$ cat src/rtl/hbkrd_pkg.sv
// ----------------------------------------------------------------------------
// HID boot keyboard report differ package
// Shared constants and the command and status bundles between controller and
// datapath.
// ----------------------------------------------------------------------------
package hbkrd_pkg;

  localparam int KEY_SLOTS   = 6;
  localparam int CANDS       = 2 * KEY_SLOTS;
  localparam int TREE_LEVELS = (CANDS > 1) ? $clog2(CANDS) : 1;
  localparam int TREE_SIZE   = 1 << TREE_LEVELS;

  localparam logic [7:0] FIRST_USAGE = 8'h04;
  localparam logic [7:0] END_USAGE   = 8'hE0;
  localparam logic [6:0] MIN_LENGTH  = 7'd8;

  localparam logic [7:0] CTRL_MASK  = 8'h11;
  localparam logic [7:0] SHIFT_MASK = 8'h22;
  localparam logic [7:0] ALT_MASK   = 8'h44;

  typedef struct packed {
    logic load;
    logic eval;
    logic emit;
  } cmd_t;

  typedef struct packed {
    logic report_ok;
    logic pending;
    logic out_free;
    logic final_pick;
  } status_t;

endpackage

$ cat src/rtl/hid_boot_keyboard_report_differ.sv
// ----------------------------------------------------------------------------
// HID boot keyboard report differ
// A report is captured in the idle state, then its changes are evaluated, and
// its events are then registered at the output one by one from the scan state.
// Throughput: one event per cycle while the output is free. A rejected report
// is taken while idle and dropped; a new report waits until the scan has ended.
// Reset clears the stored previous key slots to zero and drops pending events.
// ----------------------------------------------------------------------------
module hid_boot_keyboard_report_differ (
  input  logic       clk,
  input  logic       rst,
  input  logic       in_valid,
  output logic       in_ready,
  input  logic       transfer_ok,
  input  logic [6:0] report_length,
  input  logic [7:0] modifier_byte,
  input  logic [7:0] key_slot_0,
  input  logic [7:0] key_slot_1,
  input  logic [7:0] key_slot_2,
  input  logic [7:0] key_slot_3,
  input  logic [7:0] key_slot_4,
  input  logic [7:0] key_slot_5,
  output logic       out_valid,
  input  logic       out_ready,
  output logic [7:0] key_usage,
  output logic       is_release,
  output logic       ctrl_held,
  output logic       shift_held,
  output logic       alt_held,
  output logic       last_event
);

  hbkrd_pkg::cmd_t    cmd;
  hbkrd_pkg::status_t status;

  hbkrd_ctrl u_ctrl (
    .clk      (clk),
    .rst      (rst),
    .in_valid (in_valid),
    .in_ready (in_ready),
    .status   (status),
    .cmd      (cmd)
  );

  hbkrd_datapath u_datapath (
    .clk           (clk),
    .rst           (rst),
    .cmd           (cmd),
    .status        (status),
    .transfer_ok   (transfer_ok),
    .report_length (report_length),
    .modifier_byte (modifier_byte),
    .key_slot_0    (key_slot_0),
    .key_slot_1    (key_slot_1),
    .key_slot_2    (key_slot_2),
    .key_slot_3    (key_slot_3),
    .key_slot_4    (key_slot_4),
    .key_slot_5    (key_slot_5),
    .out_valid     (out_valid),
    .out_ready     (out_ready),
    .key_usage     (key_usage),
    .is_release    (is_release),
    .ctrl_held     (ctrl_held),
    .shift_held    (shift_held),
    .alt_held      (alt_held),
    .last_event    (last_event)
  );

endmodule

$ cat src/rtl/hbkrd_ctrl.sv
// ----------------------------------------------------------------------------
// HID boot keyboard report differ controller
// Sequences capture, change evaluation and the ordered emission of events.
// ----------------------------------------------------------------------------
module hbkrd_ctrl (
  input  logic              clk,
  input  logic              rst,
  input  logic              in_valid,
  output logic              in_ready,
  input  hbkrd_pkg::status_t status,
  output hbkrd_pkg::cmd_t    cmd
);

  localparam logic [1:0] ST_IDLE = 2'd0;
  localparam logic [1:0] ST_EVAL = 2'd1;
  localparam logic [1:0] ST_SCAN = 2'd2;

  logic [1:0] state;
  logic [1:0] state_next;

  always_comb begin
    state_next = state;
    cmd        = '0;
    in_ready   = 1'b0;
    case (state)
      ST_IDLE: begin
        in_ready = 1'b1;
        if (in_valid && status.report_ok) begin
          cmd.load   = 1'b1;
          state_next = ST_EVAL;
        end
      end
      ST_EVAL: begin
        cmd.eval   = 1'b1;
        state_next = ST_SCAN;
      end
      ST_SCAN: begin
        if (!status.pending) begin
          state_next = ST_IDLE;
        end else if (status.out_free) begin
          cmd.emit = 1'b1;
          if (status.final_pick) begin
            state_next = ST_IDLE;
          end
        end
      end
      default: begin
        state_next = ST_IDLE;
      end
    endcase
  end

  always_ff @(posedge clk) begin
    if (rst) begin
      state <= ST_IDLE;
    end else begin
      state <= state_next;
    end
  end

endmodule

$ cat src/rtl/hbkrd_datapath.sv
// ----------------------------------------------------------------------------
// HID boot keyboard report differ datapath
// Holds the key slots, marks changed usages and picks the lowest one per step.
// ----------------------------------------------------------------------------
module hbkrd_datapath (
  input  logic               clk,
  input  logic               rst,
  input  hbkrd_pkg::cmd_t     cmd,
  output hbkrd_pkg::status_t  status,
  input  logic               transfer_ok,
  input  logic [6:0]         report_length,
  input  logic [7:0]         modifier_byte,
  input  logic [7:0]         key_slot_0,
  input  logic [7:0]         key_slot_1,
  input  logic [7:0]         key_slot_2,
  input  logic [7:0]         key_slot_3,
  input  logic [7:0]         key_slot_4,
  input  logic [7:0]         key_slot_5,
  output logic               out_valid,
  input  logic               out_ready,
  output logic [7:0]         key_usage,
  output logic               is_release,
  output logic               ctrl_held,
  output logic               shift_held,
  output logic               alt_held,
  output logic               last_event
);

  logic [7:0] slot_in [hbkrd_pkg::KEY_SLOTS];
  logic [7:0] cur     [hbkrd_pkg::KEY_SLOTS];
  logic [7:0] prev    [hbkrd_pkg::KEY_SLOTS];
  logic [7:0] mods;

  logic [7:0]                 cand_val [hbkrd_pkg::CANDS];
  logic [hbkrd_pkg::CANDS-1:0] mask;
  logic [hbkrd_pkg::CANDS-1:0] rel;

  logic [7:0]                 cand_val_next [hbkrd_pkg::CANDS];
  logic [hbkrd_pkg::CANDS-1:0] mask_next;
  logic [hbkrd_pkg::CANDS-1:0] rel_next;

  logic [7:0] tv [hbkrd_pkg::TREE_LEVELS+1][hbkrd_pkg::TREE_SIZE];
  logic       tk [hbkrd_pkg::TREE_LEVELS+1][hbkrd_pkg::TREE_SIZE];
  logic       tr [hbkrd_pkg::TREE_LEVELS+1][hbkrd_pkg::TREE_SIZE];

  logic [7:0]                 pick_val;
  logic                       pick_rel;
  logic [hbkrd_pkg::CANDS-1:0] match;
  logic [hbkrd_pkg::CANDS-1:0] mask_left;

  assign slot_in[0] = key_slot_0;
  assign slot_in[1] = key_slot_1;
  assign slot_in[2] = key_slot_2;
  assign slot_in[3] = key_slot_3;
  assign slot_in[4] = key_slot_4;
  assign slot_in[5] = key_slot_5;

  // A usage is a candidate when it is in range and present on one side only.
  always_comb begin
    logic hit;
    for (int j = 0; j < hbkrd_pkg::KEY_SLOTS; j++) begin
      hit = 1'b0;
      for (int k = 0; k < hbkrd_pkg::KEY_SLOTS; k++) begin
        hit = hit | (cur[j] == prev[k]);
      end
      cand_val_next[j] = cur[j];
      rel_next[j]      = 1'b0;
      mask_next[j]     = !hit && (cur[j] >= hbkrd_pkg::FIRST_USAGE) &&
                         (cur[j] < hbkrd_pkg::END_USAGE);
    end
    for (int j = 0; j < hbkrd_pkg::KEY_SLOTS; j++) begin
      hit = 1'b0;
      for (int k = 0; k < hbkrd_pkg::KEY_SLOTS; k++) begin
        hit = hit | (prev[j] == cur[k]);
      end
      cand_val_next[hbkrd_pkg::KEY_SLOTS+j] = prev[j];
      rel_next[hbkrd_pkg::KEY_SLOTS+j]      = 1'b1;
      mask_next[hbkrd_pkg::KEY_SLOTS+j]     = !hit &&
                                              (prev[j] >= hbkrd_pkg::FIRST_USAGE) &&
                                              (prev[j] < hbkrd_pkg::END_USAGE);
    end
  end

  // Minimum tree over the pending candidates.
  always_comb begin
    for (int i = 0; i < hbkrd_pkg::TREE_SIZE; i++) begin
      if (i < hbkrd_pkg::CANDS) begin
        tv[0][i] = cand_val[i];
        tk[0][i] = mask[i];
        tr[0][i] = rel[i];
      end else begin
        tv[0][i] = '0;
        tk[0][i] = 1'b0;
        tr[0][i] = 1'b0;
      end
    end
    for (int l = 0; l < hbkrd_pkg::TREE_LEVELS; l++) begin
      for (int i = 0; i < hbkrd_pkg::TREE_SIZE / 2; i++) begin
        if (tk[l][2*i] && (!tk[l][2*i+1] || (tv[l][2*i] <= tv[l][2*i+1]))) begin
          tv[l+1][i] = tv[l][2*i];
          tk[l+1][i] = 1'b1;
          tr[l+1][i] = tr[l][2*i];
        end else begin
          tv[l+1][i] = tv[l][2*i+1];
          tk[l+1][i] = tk[l][2*i+1];
          tr[l+1][i] = tr[l][2*i+1];
        end
      end
      for (int i = hbkrd_pkg::TREE_SIZE / 2; i < hbkrd_pkg::TREE_SIZE; i++) begin
        tv[l+1][i] = '0;
        tk[l+1][i] = 1'b0;
        tr[l+1][i] = 1'b0;
      end
    end
    pick_val = tv[hbkrd_pkg::TREE_LEVELS][0];
    pick_rel = tr[hbkrd_pkg::TREE_LEVELS][0];
    for (int j = 0; j < hbkrd_pkg::CANDS; j++) begin
      match[j] = (cand_val[j] == pick_val);
    end
    mask_left = mask & ~match;
  end

  assign status.report_ok  = transfer_ok && (report_length >= hbkrd_pkg::MIN_LENGTH);
  assign status.pending    = |mask;
  assign status.out_free   = !out_valid || out_ready;
  assign status.final_pick = (mask_left == '0);

  always_ff @(posedge clk) begin
    if (rst) begin
      for (int j = 0; j < hbkrd_pkg::KEY_SLOTS; j++) begin
        prev[j] <= '0;
      end
      mask      <= '0;
      out_valid <= 1'b0;
    end else begin
      if (cmd.eval) begin
        for (int j = 0; j < hbkrd_pkg::KEY_SLOTS; j++) begin
          prev[j] <= cur[j];
        end
        mask <= mask_next;
      end else if (cmd.emit) begin
        mask <= mask_left;
      end
      if (cmd.emit) begin
        out_valid <= 1'b1;
      end else if (out_ready) begin
        out_valid <= 1'b0;
      end
    end
  end

  always_ff @(posedge clk) begin
    if (cmd.load) begin
      for (int j = 0; j < hbkrd_pkg::KEY_SLOTS; j++) begin
        cur[j] <= slot_in[j];
      end
      mods <= modifier_byte;
    end
    if (cmd.eval) begin
      for (int j = 0; j < hbkrd_pkg::CANDS; j++) begin
        cand_val[j] <= cand_val_next[j];
      end
      rel <= rel_next;
    end
    if (cmd.emit) begin
      key_usage  <= pick_val;
      is_release <= pick_rel;
      ctrl_held  <= |(mods & hbkrd_pkg::CTRL_MASK);
      shift_held <= |(mods & hbkrd_pkg::SHIFT_MASK);
      alt_held   <= |(mods & hbkrd_pkg::ALT_MASK);
      last_event <= status.final_pick;
    end
  end

endmodule

$ cat config.mk
export PLATFORM = sky130hd
export DESIGN_NAME = hid_boot_keyboard_report_differ
export DESIGN_NICKNAME = d
export VERILOG_FILES = /design/src/rtl/hbkrd_pkg.sv /design/src/rtl/hid_boot_keyboard_report_differ.sv /design/src/rtl/hbkrd_ctrl.sv /design/src/rtl/hbkrd_datapath.sv
export SDC_FILE = /design/constraint.sdc
export NUM_CORES = 1
export LEC_CHECK = 0
export ABC_CLOCK_PERIOD_IN_PS = 23600
export BUFFER_PORTS_ARGS = -buffer_cell sky130_fd_sc_hd__buf_4
export CAP_MARGIN = 25
export CELL_PAD_IN_SITES_DETAIL_PLACEMENT = 2
export CELL_PAD_IN_SITES_GLOBAL_PLACEMENT = 2
export CORE_UTILIZATION = 44
export DETAILED_ROUTE_END_ITERATION = 7
export PLACE_DENSITY = 0.84
export REMOVE_ABC_BUFFERS = 1
export SYNTH_ARGS = -nofsm -noshare
export SYNTH_HDL_FRONTEND = slang
export SYNTH_HIERARCHICAL = 1
export SYNTH_SLANG_ARGS = --single-unit
$ cat constraint.sdc
create_clock -name clk -period 23.6 [get_ports clk]
set_clock_uncertainty 0.15 [all_clocks]
set_input_delay 4.72 -clock clk [delete_from_list [all_inputs] [get_ports clk]]
set_output_delay 4.72 -clock clk [all_outputs]
set_load 0.02 [all_outputs]
# Word level (Yosys, flattened, before mapping)
# Memory sizes are Yosys's and may differ from the RTL's.
# Cells that the tools add are included.
# Widths: inputs -> output; s select.
# totals
mem_count	3
input_bits	68
word_cells	344
register_bits	35
ramBits	192
out_inout_bits	15
# classes
bitwise_logic	68
n_reduce_logical	82
n_eq_ne	89
n_lt_le_gt_ge	36
muxes	56
# memory_table
memory	depth	word_bits	read_ports	rd_ports_with_merged_regs	write_ports	line	rtl
u_datapath.cand_val	12	8	12	0	12	hbkrd_datapath.sv:34	logic [7:0] cand_val [hbkrd_pkg::CANDS];
u_datapath.cur	6	8	6	0	6	hbkrd_datapath.sv:30	logic [7:0] cur [hbkrd_pkg::KEY_SLOTS];
u_datapath.prev	6	8	6	0	6	hbkrd_datapath.sv:31	logic [7:0] prev [hbkrd_pkg::KEY_SLOTS];
# ops
op	count
$eq 8x8->1	84
$mux 8	18
$ge 8x3->1 const B	12
$lt 8x8->1 const B	12
$le 8x8->1	11
$or 1x1->1	66
$logic_and 1x1->1	37
$mux 1	31
$logic_not 1->1	24
$mux 12	2
$and 12x12->12	1
$logic_not 12->1	1
$logic_or 1x1->1	12
$not 12->12	1
$reduce_or 12->1	1
$mux 2	4
$ge 7x4->1 const B	1
$ne 3x3->1 const B	2
$pmux 2 s3	1
$reduce_or 2->1	3
$reduce_bool 2->1	2
$reduce_and 3->1	1
$eq 2x1->1 const B	1
$eq 2x2->1 const B	1
other kinds (2)	2

# Longest topological paths before layout
# An unclocked memory read counts as a cell.
# logic_depth
ltp_word	25
depth_mapped	46
mapped_depth_nobuf	43

# Hierarchy
# Netlist, hierarchy kept.
# by_module_without_submodules
module	area_each_um2	cells_per_inst	seq_area_each_um2	n_inst
hbkrd_datapath	17495.5	1768	6596.3	1
hbkrd_ctrl	101.3	11	40.0	1

# Worst setup path before layout
# Ideal clock, no wire load.
# synth_timing
path_type	reg-to-reg
startpoint	memory u_datapath.cand_val[0][1]
endpoint	register u_ctrl.state[1]
arrival_ns	8.342
period_less_slack_ns	8.613
stages_incl_launch_ff	43
path_buffers	4
setup_ns	0.121
required_ns	23.329
slack_ns	14.987
path_cell_list	edfxtp_1 > ha_1 > nor2b_4 > o211ai_2 > a21oi_4 > buf_6 > o211a_1 > or3_1 > ha_1 > nand4_1 > o22ai_1 > a211o_1 > o221ai_1 > buf_2 > o21ai_0 > o22ai_1 > inv_1 > ha_1 > (+7 left out) > ha_1 > nor2b_1 > o21a_1 > o21ai_0 > a211o_1 > a21oi_2 > buf_2 > o31a_1 > clkbuf_1 > xnor2_1 > nand4_1 > o41ai_1 > nand2_1 > a2111o_1 > nor4_2 > nand2_1 > a31oi_1 > nor2_1
# synth_rtl
item	line	rtl
start: declaration	hbkrd_datapath.sv:34	
end signal: assignment	hbkrd_ctrl.sv:57	state <= state_next;
end: declaration	hbkrd_ctrl.sv:18	logic [1:0] state;

==> impl_metrics.sql <==
INSERT INTO impl_metrics (metric_group, metric, value, unit) VALUES
('outcome', 'run_status', 'complete, no violations', ''),
('layout', 'syn_to_final_growth', '9.20', '%'),
('routing', 'vias_per_cell', '6.98', ''),
('power', 'power_per_cell_area', '81.5', 'nW/um^2'),
('sta', 'slew-limit-headroom', '0.258', ''),
('cts', 'clock_tree_from_tritoncts', 'done', ''),
('sta', 'timing_worst_slew_pin_value', '1100', 'ps'),
('sta', 'max_freq', '80.5', 'MHz'),
('floorplanning', 'core_area', '39000', 'um^2'),
('routing', 'via_count', '16000', ''),
('global_routing', 'global_route.usage.met1', '0.486', ''),
('synth', 'synth_area_leaders', 'sky130_fd_sc_hd__edfxtp_1, sky130_fd_sc_hd__xnor2_1, sky130_fd_sc_hd__ha_1', ''),
('synth', 'synthesized_area_per_cell', '9.89', 'um^2'),
('hold_path', 'timing.hold.worst_endpoint', 'u_datapath/shift_held$_DFFE_PP_', ''),
('worst_setup_path', 'timing.critical_path.to_type', 'register', ''),
('layout', 'final_cells', '2292', ''),
('global_routing', 'combined_global_route_utilization_of_all_metal_layers', '0.408', ''),
('synth', 'synth_seq_area_share', '0.377', ''),
('cts', 'numCtsBuffers', '26', ''),
('synth', 'synth.largest_area_cell', 'sky130_fd_sc_hd__edfxtp_1', ''),
('place', 'dp.final_hpwl', '56.7', 'mm'),
('cts', 'cts-root-to-sink-buffers', '3', ''),
('power', 'p_int', '910', 'uW'),
('global_routing', 'number_of_global_route_vias_before_repair', '17200', ''),
('global_routing', 'globalRouteMet3Util', '0.0861', ''),
('layout', 'final_core_util', '0.493', ''),
('synth', 'synthDistinctLibCells', '101', ''),
('worst_setup_path', 'timing.reg2reg.setup_slack', '11180', 'ps'),
('synth', 'syn_inst', '1779', ''),
('routing', 'routedWlPerCell', '36.4', 'um'),
('floorplanning', 'die_height', '202', 'um'),
('synth', 'mappedNetlistArea', '17600', 'um^2'),
('hold_path', 'worstHoldPathType', 'register to register', ''),
('run', 'maxCapViolations', '0', ''),
('layout', 'num-fill-cells', '3982', ''),
('power', 'leakagePower', '0.00684', 'uW'),
('cts', 'clock_insertion_delay_worst_skew', '580', 'ps'),
('sta', 'final_worst_path_cycle_share', '0.526', ''),
('sta', 'final.min_clock_period', '12420', 'ps'),
('synth', 'yosys_most_used_dff', 'sky130_fd_sc_hd__edfxtp_1', ''),
('power', 'worst_ir_drop_vdd', '0.0707', 'mV'),
('sta', 'final_setup_viols', '0', ''),
('cts', 'setup_fix_buffers_added_after_clock_tree_synthesis', '0', ''),
('worst_setup_path', 'critical-path-top-cell-by-count', 'sky130_fd_sc_hd__ha_1', ''),
('floorplanning', 'die_width', '202', 'um'),
('synth', 'synthTopCellsByCount', 'sky130_fd_sc_hd__xnor2_1, sky130_fd_sc_hd__edfxtp_1, sky130_fd_sc_hd__clkbuf_1', ''),
('layout', 'drive_gt1_frac', '0.113', ''),
('routing', 'drt-pass1-iter-count', '5', ''),
('synth', 'yosysTopAreaCellShare', '0.360', ''),
('sta', 'grt_setup_unrepaired', 'no', ''),
('cts', 'clock_sinks', '226', ''),
('routing', 'detailedRoute.firstIterationViolations', '1622', ''),
('worst_setup_path', 'slowest_delay', '800', 'ps'),
('cts', 'hold_buffers', '0', ''),
('cts', 'cts.htree.levels', '1', ''),
('routing', 'drt_antenna_net_count', '0', ''),
('worst_setup_path', 'worstPathRequired', '23900', 'ps'),
('synth', 'ys.warnings.count', '6', ''),
('global_routing', 'gr-total-overflow', '0', ''),
('layout', 'nNetsFinal', '1911', ''),
('sta', 'final_hold_viol_count', '0', ''),
('worst_setup_path', 'crit_path_start_kind', 'register', ''),
('synth', 'asyncSetResetFlopFracSynth', '0', ''),
('routing', 'route.final.wire_length', '83.5', 'mm'),
('cts', 'clk_root_buffer_cell', 'sky130_fd_sc_hd__clkbuf_16', ''),
('sta', 'finalMaxSlewViolations', '0', ''),
('place', 'placement.cell_area', '18400', 'um^2'),
('global_routing', 'gr-usage-met2', '0.660', ''),
('worst_setup_path', 'crit-reg2reg-launch', 'u_datapath/cand_val[1][29]$_DFFE_PP_', ''),
('place', 'place.gp.congestion', '0.961', ''),
('worst_setup_path', 'cp_max_fo', '26', '');
-- state kept, by name, indices dropped and copies added (netlist names) --
register	flops
u_datapath/cand_val	96
u_datapath/cur	48
u_datapath/prev	48
u_datapath/mask	12
u_datapath/key_usage	8
u_datapath/mods	6
u_ctrl/state	2
u_datapath/alt_held	1
u_datapath/ctrl_held	1
u_datapath/is_release	1
u_datapath/last_event	1
u_datapath/out_valid	1
u_datapath/shift_held	1
-- metal layers --
layer	share of wire	wire length [um]
met1	0.37	30900
met2	0.46	38400
met3	0.092	7680
met4	0.077	6460
met5	0.00016	13
-- area by class of cell --
class                      count  area, um^2  share of cell area
antenna                        1        2.50            0.000130
clock inverter                 8        77.6             0.00404
tap                          518         648              0.0337
clock buffer                  38         747              0.0389
multi-input combinational   1323       10000               0.523
sequential                   226        6640               0.345
timing repair buffer          96         753              0.0392
inverter                      82         308              0.0160
-- critical path, delay by kind of cell (launching register included) --
kind / cells / cell delay, ps
AOI/OAI and AO/OA: 19 / 5450
xor gates and xnor gates: 1 / 230
adders and majority gates: 4 / 1420
buffers and inverters: 3 / 920
DFF: 1 / 540
and+or+nand+nor: 11 / 3520
-- layout by cell type, fill, tap and decap left out, drive strengths merged, types with 66 or more instances in the layout --
master	instances
xnor2	308
edfxtp	211
buf	96
ha	88
nand4	87
inv	83
xor2	79
nor2	79
nand2	76
a21oi	66
-- power groups by stage --
stage	clock [uW]	combinational (uW)	sequential, uW
after floorplan	0	386	502
after global placement	0	557	524
after detailed placement	0	591	528
after CTS	416	607	521
after global routing	427	652	524
final	415	626	525
-- how the worst max path moves through the flow --
stage / startpoint / endpoint / depth (start not counted)
after floorplan: u_datapath/cand_val[0][17]$_DFFE_PP_ / u_ctrl/state[1]$_SDFFE_PP0P_ / 37
after global placement: u_datapath/cand_val[0][17]$_DFFE_PP_ / u_ctrl/state[1]$_SDFFE_PP0P_ / 38
after detailed placement: u_datapath/cand_val[0][17]$_DFFE_PP_ / u_ctrl/state[1]$_SDFFE_PP0P_ / 38
after CTS: u_datapath/cand_val[0][17]$_DFFE_PP_ / u_ctrl/state[1]$_SDFFE_PP0P_ / 40
after global routing: u_datapath/cand_val[0][17]$_DFFE_PP_ / u_ctrl/state[1]$_SDFFE_PP0P_ / 43
final: u_datapath/cand_val[1][29]$_DFFE_PP_ / u_ctrl/state[1]$_SDFFE_PP0P_ / 38
-- cell families after synthesis --
| kind of cell | count (synthesis) | share of synthesized area |
|---|---|---|
| flip-flops | 226 | 0.377 |
| XOR/XNOR | 387 | 0.193 |
| adder cells (fa/ha/maj) | 88 | 0.0626 |
| AND/OR/NAND/NOR | 459 | 0.146 |
| multiplexers | 18 | 0.0105 |
| buffers and inverters | 230 | 0.0530 |
| AO/OA/AOI/OAI | 371 | 0.158 |
-- through the flow --
stage	setup WS [ps]	hold slack, ps
floorplan	13740	329
global placement	11820	330
detailed placement	11290	350
CTS	11240	374
global route	10720	385
finish	11180	377
Note: power is estimated with default switching activity, not from simulation.
